**config.mk**
```make
export PLATFORM = sky130hd
export DESIGN_NAME = lsie_queue
export DESIGN_NICKNAME = d
export VERILOG_FILES = /design/src/lsie_pkg.sv /design/src/lsie_queue.sv
export SDC_FILE = /design/constraint.sdc
export NUM_CORES = 1
export LEC_CHECK = 0
export BUFFER_PORTS_ARGS = -buffer_cell sky130_fd_sc_hd__buf_2
export CAP_MARGIN = 20
export CELL_PAD_IN_SITES_DETAIL_PLACEMENT = 0
export CELL_PAD_IN_SITES_GLOBAL_PLACEMENT = 1
export CORE_ASPECT_RATIO = 0.6
export CORE_MARGIN = 3
export CORE_UTILIZATION = 44
export DETAILED_ROUTE_END_ITERATION = 16
export PLACE_DENSITY_LB_ADDON = 0.1
export SYNTH_ARGS = -nofsm -noshare
export SYNTH_HDL_FRONTEND = slang
export SYNTH_SLANG_ARGS = --single-unit
```
**constraint.sdc**
```tcl
create_clock -name clk -period 3.65 [get_ports clk]
set_clock_uncertainty 0.1 [all_clocks]
set_input_delay 0.73 -clock clk [delete_from_list [all_inputs] [get_ports clk]]
set_output_delay 0.73 -clock clk [all_outputs]
set_load 0.02 [all_outputs]
```
**src/lsie_pkg.sv**
```systemverilog
// Shared types, opcodes and constants of the load/store instruction executor.
package lsie_pkg;

	// Default depth of the data memory in words
	localparam int unsigned DATA_WORDS_DEF = 1024;

	// Decode queue depth; a power of two so the pointers wrap on their own
	localparam int unsigned QUEUE_DEPTH = 2;

	// Opcode field values
	localparam logic [5:0] OPC_ALU_LAST = 6'd11;
	localparam logic [5:0] OPC_LDW      = 6'd12;
	localparam logic [5:0] OPC_STW      = 6'd13;
	localparam logic [5:0] OPC_BZ       = 6'd14;
	localparam logic [5:0] OPC_BEQ      = 6'd15;
	localparam logic [5:0] OPC_JR       = 6'd16;
	localparam logic [5:0] OPC_HALT     = 6'd17;

	// Result status codes
	localparam logic [1:0] STATUS_OK    = 2'd0;
	localparam logic [1:0] STATUS_HALT  = 2'd1;
	localparam logic [1:0] STATUS_UNDEF = 2'd2;

	typedef enum logic [3:0] {
		K_ALU_R,
		K_ALU_I,
		K_LDW,
		K_STW,
		K_BZ,
		K_BEQ,
		K_JR,
		K_HALT,
		K_UNDEF
	} lsie_kind_t;

	// Order follows the opcode pairs: opcode >> 1
	typedef enum logic [2:0] {
		ALU_ADD,
		ALU_SUB,
		ALU_MUL,
		ALU_OR,
		ALU_AND,
		ALU_XOR
	} lsie_alu_t;

	typedef struct packed {
		lsie_kind_t  kind;
		lsie_alu_t   alu;
		logic [4:0]  rs;
		logic [4:0]  rt;
		logic [4:0]  rd;
		logic [31:0] imm;
	} lsie_op_t;

	typedef struct packed {
		logic [31:0] next_pc;
		logic [1:0]  status;
		logic        reg_write;
		logic [4:0]  reg_index;
		logic [31:0] reg_value;
		logic        mem_write;
		logic [9:0]  mem_address;
		logic        branch_taken;
	} lsie_res_t;

endpackage

```
**src/lsie_queue.sv**
```systemverilog
// Short queue of decoded operations between the front and back ends.
module lsie_queue import lsie_pkg::*; (
	input  logic     clk,
	input  logic     arst_n,
	input  logic     push,
	input  lsie_op_t push_op,
	input  logic     pop,
	output logic     head_valid,
	output lsie_op_t head_op,
	output logic     full
);

	localparam int unsigned PW = (QUEUE_DEPTH > 1) ? $clog2(QUEUE_DEPTH) : 1;
	localparam int unsigned CW = $clog2(QUEUE_DEPTH + 1);

	lsie_op_t        ent_q [QUEUE_DEPTH];
	logic [PW-1:0]   wr_ptr_q;
	logic [PW-1:0]   rd_ptr_q;
	logic [CW-1:0]   cnt_q;

	assign head_valid = cnt_q != '0;
	assign full       = cnt_q == CW'(QUEUE_DEPTH);
	assign head_op    = ent_q[rd_ptr_q];

	always_ff @(posedge clk or negedge arst_n) begin
		if (!arst_n) begin
			wr_ptr_q <= '0;
			rd_ptr_q <= '0;
			cnt_q    <= '0;
		end else begin
			if (push)
				wr_ptr_q <= wr_ptr_q + 1'b1;
			if (pop)
				rd_ptr_q <= rd_ptr_q + 1'b1;
			case ({push, pop})
				2'b10:   cnt_q <= cnt_q + 1'b1;
				2'b01:   cnt_q <= cnt_q - 1'b1;
				default: cnt_q <= cnt_q;
			endcase
		end
	end

	always_ff @(posedge clk) begin
		if (push)
			ent_q[wr_ptr_q] <= push_op;
	end

endmodule

```
==> impl_metrics.tcl <==
set metrics [dict create \
    fillers 759 \
    drc 0 \
    yosys.area.top_type_share_pct 74.85 \
    place_ws_ns 1.110 \
    crit_slowest_cell "dfrtp_4" \
    die_w_microns 134.1 \
    rsz0062_at_grt "false" \
    cts-root-buf "clkbuf_16" \
    cts.sinks 112 \
    num_antenna_cells 0 \
    yosys_register_bits 112 \
    grt_pass1_wl_microns 11070 \
    required_ns 2.82 \
    grt_max_degree 56 \
    slowest_delay_ns 1.13 \
    antenna_found_initial 0 \
    max_freq_mhz 347.1 \
    period_minus_slack_ns 2.881 \
    ir_worst_vdd_v 0.0003640 \
    cts_tree "done" \
    internal_power_mw 2.906 \
    seqPwrFrac_pct 46.1 \
    yosysWarnings 0 \
    die_area_sq_mm 0.01111 \
    timing.final.crit_share_pct 78.94 \
    ctsResizeCount 0 \
    yosys.cell_types.count 14 \
    netSwitchingFraction_pct 31.12 \
    cts_buffers 9 \
    hold_class "in -> async" \
    place_hpwl_microns 4575 \
    io_pins 114 \
    ctsHoldBuffers 0 \
    critPathArrivalTime_ns 2.05 \
    setup_tns_ns 0 \
    power_density_mw_per_mm2 799.0 \
    viasPerCell 4.662 \
    first_global_vias 2145 \
    clk_pin_slew_ns 0.06 \
    numPortBuffers 113 \
    dieHeight_microns 82.87 \
    max_cap_viol_count 0 \
    htreeDepth 3 \
    wire_per_inst_microns 16.53 \
    final_common_cell "buf_2" \
    grtUsageTotal_pct 13.27 \
    avgSynthCellArea_sq_um 23.55 \
    ys_seq_area_share_pct 77.16 \
    startpoint_type "flop" \
    synth_cells 184 \
    worstMarginPinSlew_ns 1.053 \
    hold_viol 0 \
    end_kind "output port" \
    vias 2042 \
    drt-total-wl_microns 7242 \
    firstDrtPassIters 4 \
    setup_slack_ns 0.7686 \
    rows 27 \
    setup_viol 0 \
    drive_gt1_share_pct 60.39 \
    ys_top_cells_by_area "edfxtp_1 75%, mux2_4 17%, buf_12 2.3%, dfrtp_1 2.3%, mux2_2 1.3%" \
    area_delta_synth_final_pct 21.86 \
    gr-total-overflow 0 \
    place_congestion 0.6777 \
    drt_iter0_drc 175 \
    postCtsSetupBuffers 0 \
    slew-limit-headroom_pct 29.80 \
    status "completed" \
    critPathKind "reg -> out" \
    p_switching_mw 1.313 \
    nets 363 \
    start_util_pct 46.14 \
    yosysTopAreaCell "edfxtp_1" \
    netlist_area_sq_mm 0.004333 \
    clk_latency_ns 0.33 \
    cp_max_fo 55 \
    path_cells "mux2_2 > buf_2" \
    drv_slew 0 \
    core_area_sq_mm 0.009392 \
    leakagePower_nw 2.126 \
    syn_nets 243 \
    clockPowerShare_pct 21.9 \
    clk_path_buf_depth 2 \
    layout_common_cells "113 x buf_2, 108 x edfxtp_1, 49 x mux2_4, 9 x clkbuf_16, 5 x mux2_2" \
    ant_nets 0 \
    p_comb_share_pct 32.1 \
]
[per-layer routing]
metal	wire (microns)	track usage [%]	part of all wire [%]	vias to the layer above
met5	0	0	0	-
met1	3301	17.87	46	1009
met4	68	3.604	0.94	0
met3	555	5.811	7.7	10
li1	-	-	-	956
met2	3318	19.84	46	67
[kinds of logic after synthesis]
family                     after synthesis  share of synthesized area (%)
buffers and inverters                    7                          2.657
xor gates and xnor gates                 5                          1.011
adders and majority gates                1                         0.2887
and+or+nand+nor                          5                         0.6068
muxes                                   54                          18.28
DFF                                    112                          77.16
[state kept, by name (all words and copies together) (netlist names)]
name and flops:
wr_ptr_q 1, ent_q 108, rd_ptr_q 1, cnt_q 2
[worst paths after layout]
kind	start	endpoint	slack (ns)	cells after the start
min in group clk	cnt_q[1]	cnt_q[1]	0.39	1
worst min-delay path	arst_n	cnt_q[1]	0.09	1
max in group asynchronous	arst_n	rd_ptr_q	3.23	1
worst max-delay path	rd_ptr_q	head_op[53]	0.77	2
worst max register to register	wr_ptr_q	ent_q[0][18]	2.00	2
worst min register to register	cnt_q[1]	cnt_q[1]	0.39	1
[cells in the mapped netlist, drive strengths merged]
cell type,number
xnor2,2
nor2,2
nor2b,1
edfxtp,108
ha,1
mux2,54
and2,1
or2,1
inv,1
xor2,3
dfrtp,4
buf,6
[worst max-delay path, delay by kind of cell (launching register included)]
family / cells / cell delay, ns
buf+inv: 1 / 0.16
mux: 1 / 0.41
flops: 1 / 1.13
[power groups by stage]
stage / clock network, mW / registers (mW) / logic (mW)
6_report: 0.923 / 1.94 / 1.35
4_1_cts: 0.950 / 1.95 / 1.38
3_5_place_dp: 0 / 1.98 / 1.37
5_1_grt: 1.01 / 1.98 / 1.43
2_1_floorplan: 0 / 1.80 / 1.22
3_3_place_gp: 0 / 1.97 / 1.37
[area by class of cell]
type / count / area (sq um) / area share, %
Tap cell: 130 / 162.7 / 3.081
Timing Repair Buffer: 115 / 605.6 / 11.47
Clock buffer: 10 / 229.0 / 4.337
Inverter: 1 / 3.754 / 0.07109
Multi-Input combinational cell: 65 / 883.3 / 16.73
Sequential cell: 112 / 3347 / 63.39
Clock inverter: 5 / 48.80 / 0.9242
[per-stage QoR]
step	hold slack (ns)	std cells	utilization [%]	total power, mW	instance area [sq um]
finish	0.08643	438	56.22	4.219	5280
CTS	0.07646	438	56.22	4.279	5280
global placement	0.3680	423	53.26	3.336	5002
global route	0.07898	438	56.22	4.422	5280
floorplan	0.3344	184	-	3.021	4333
detailed placement	0.3706	423	53.26	3.348	5002
Power figures use the tool's default switching activity.
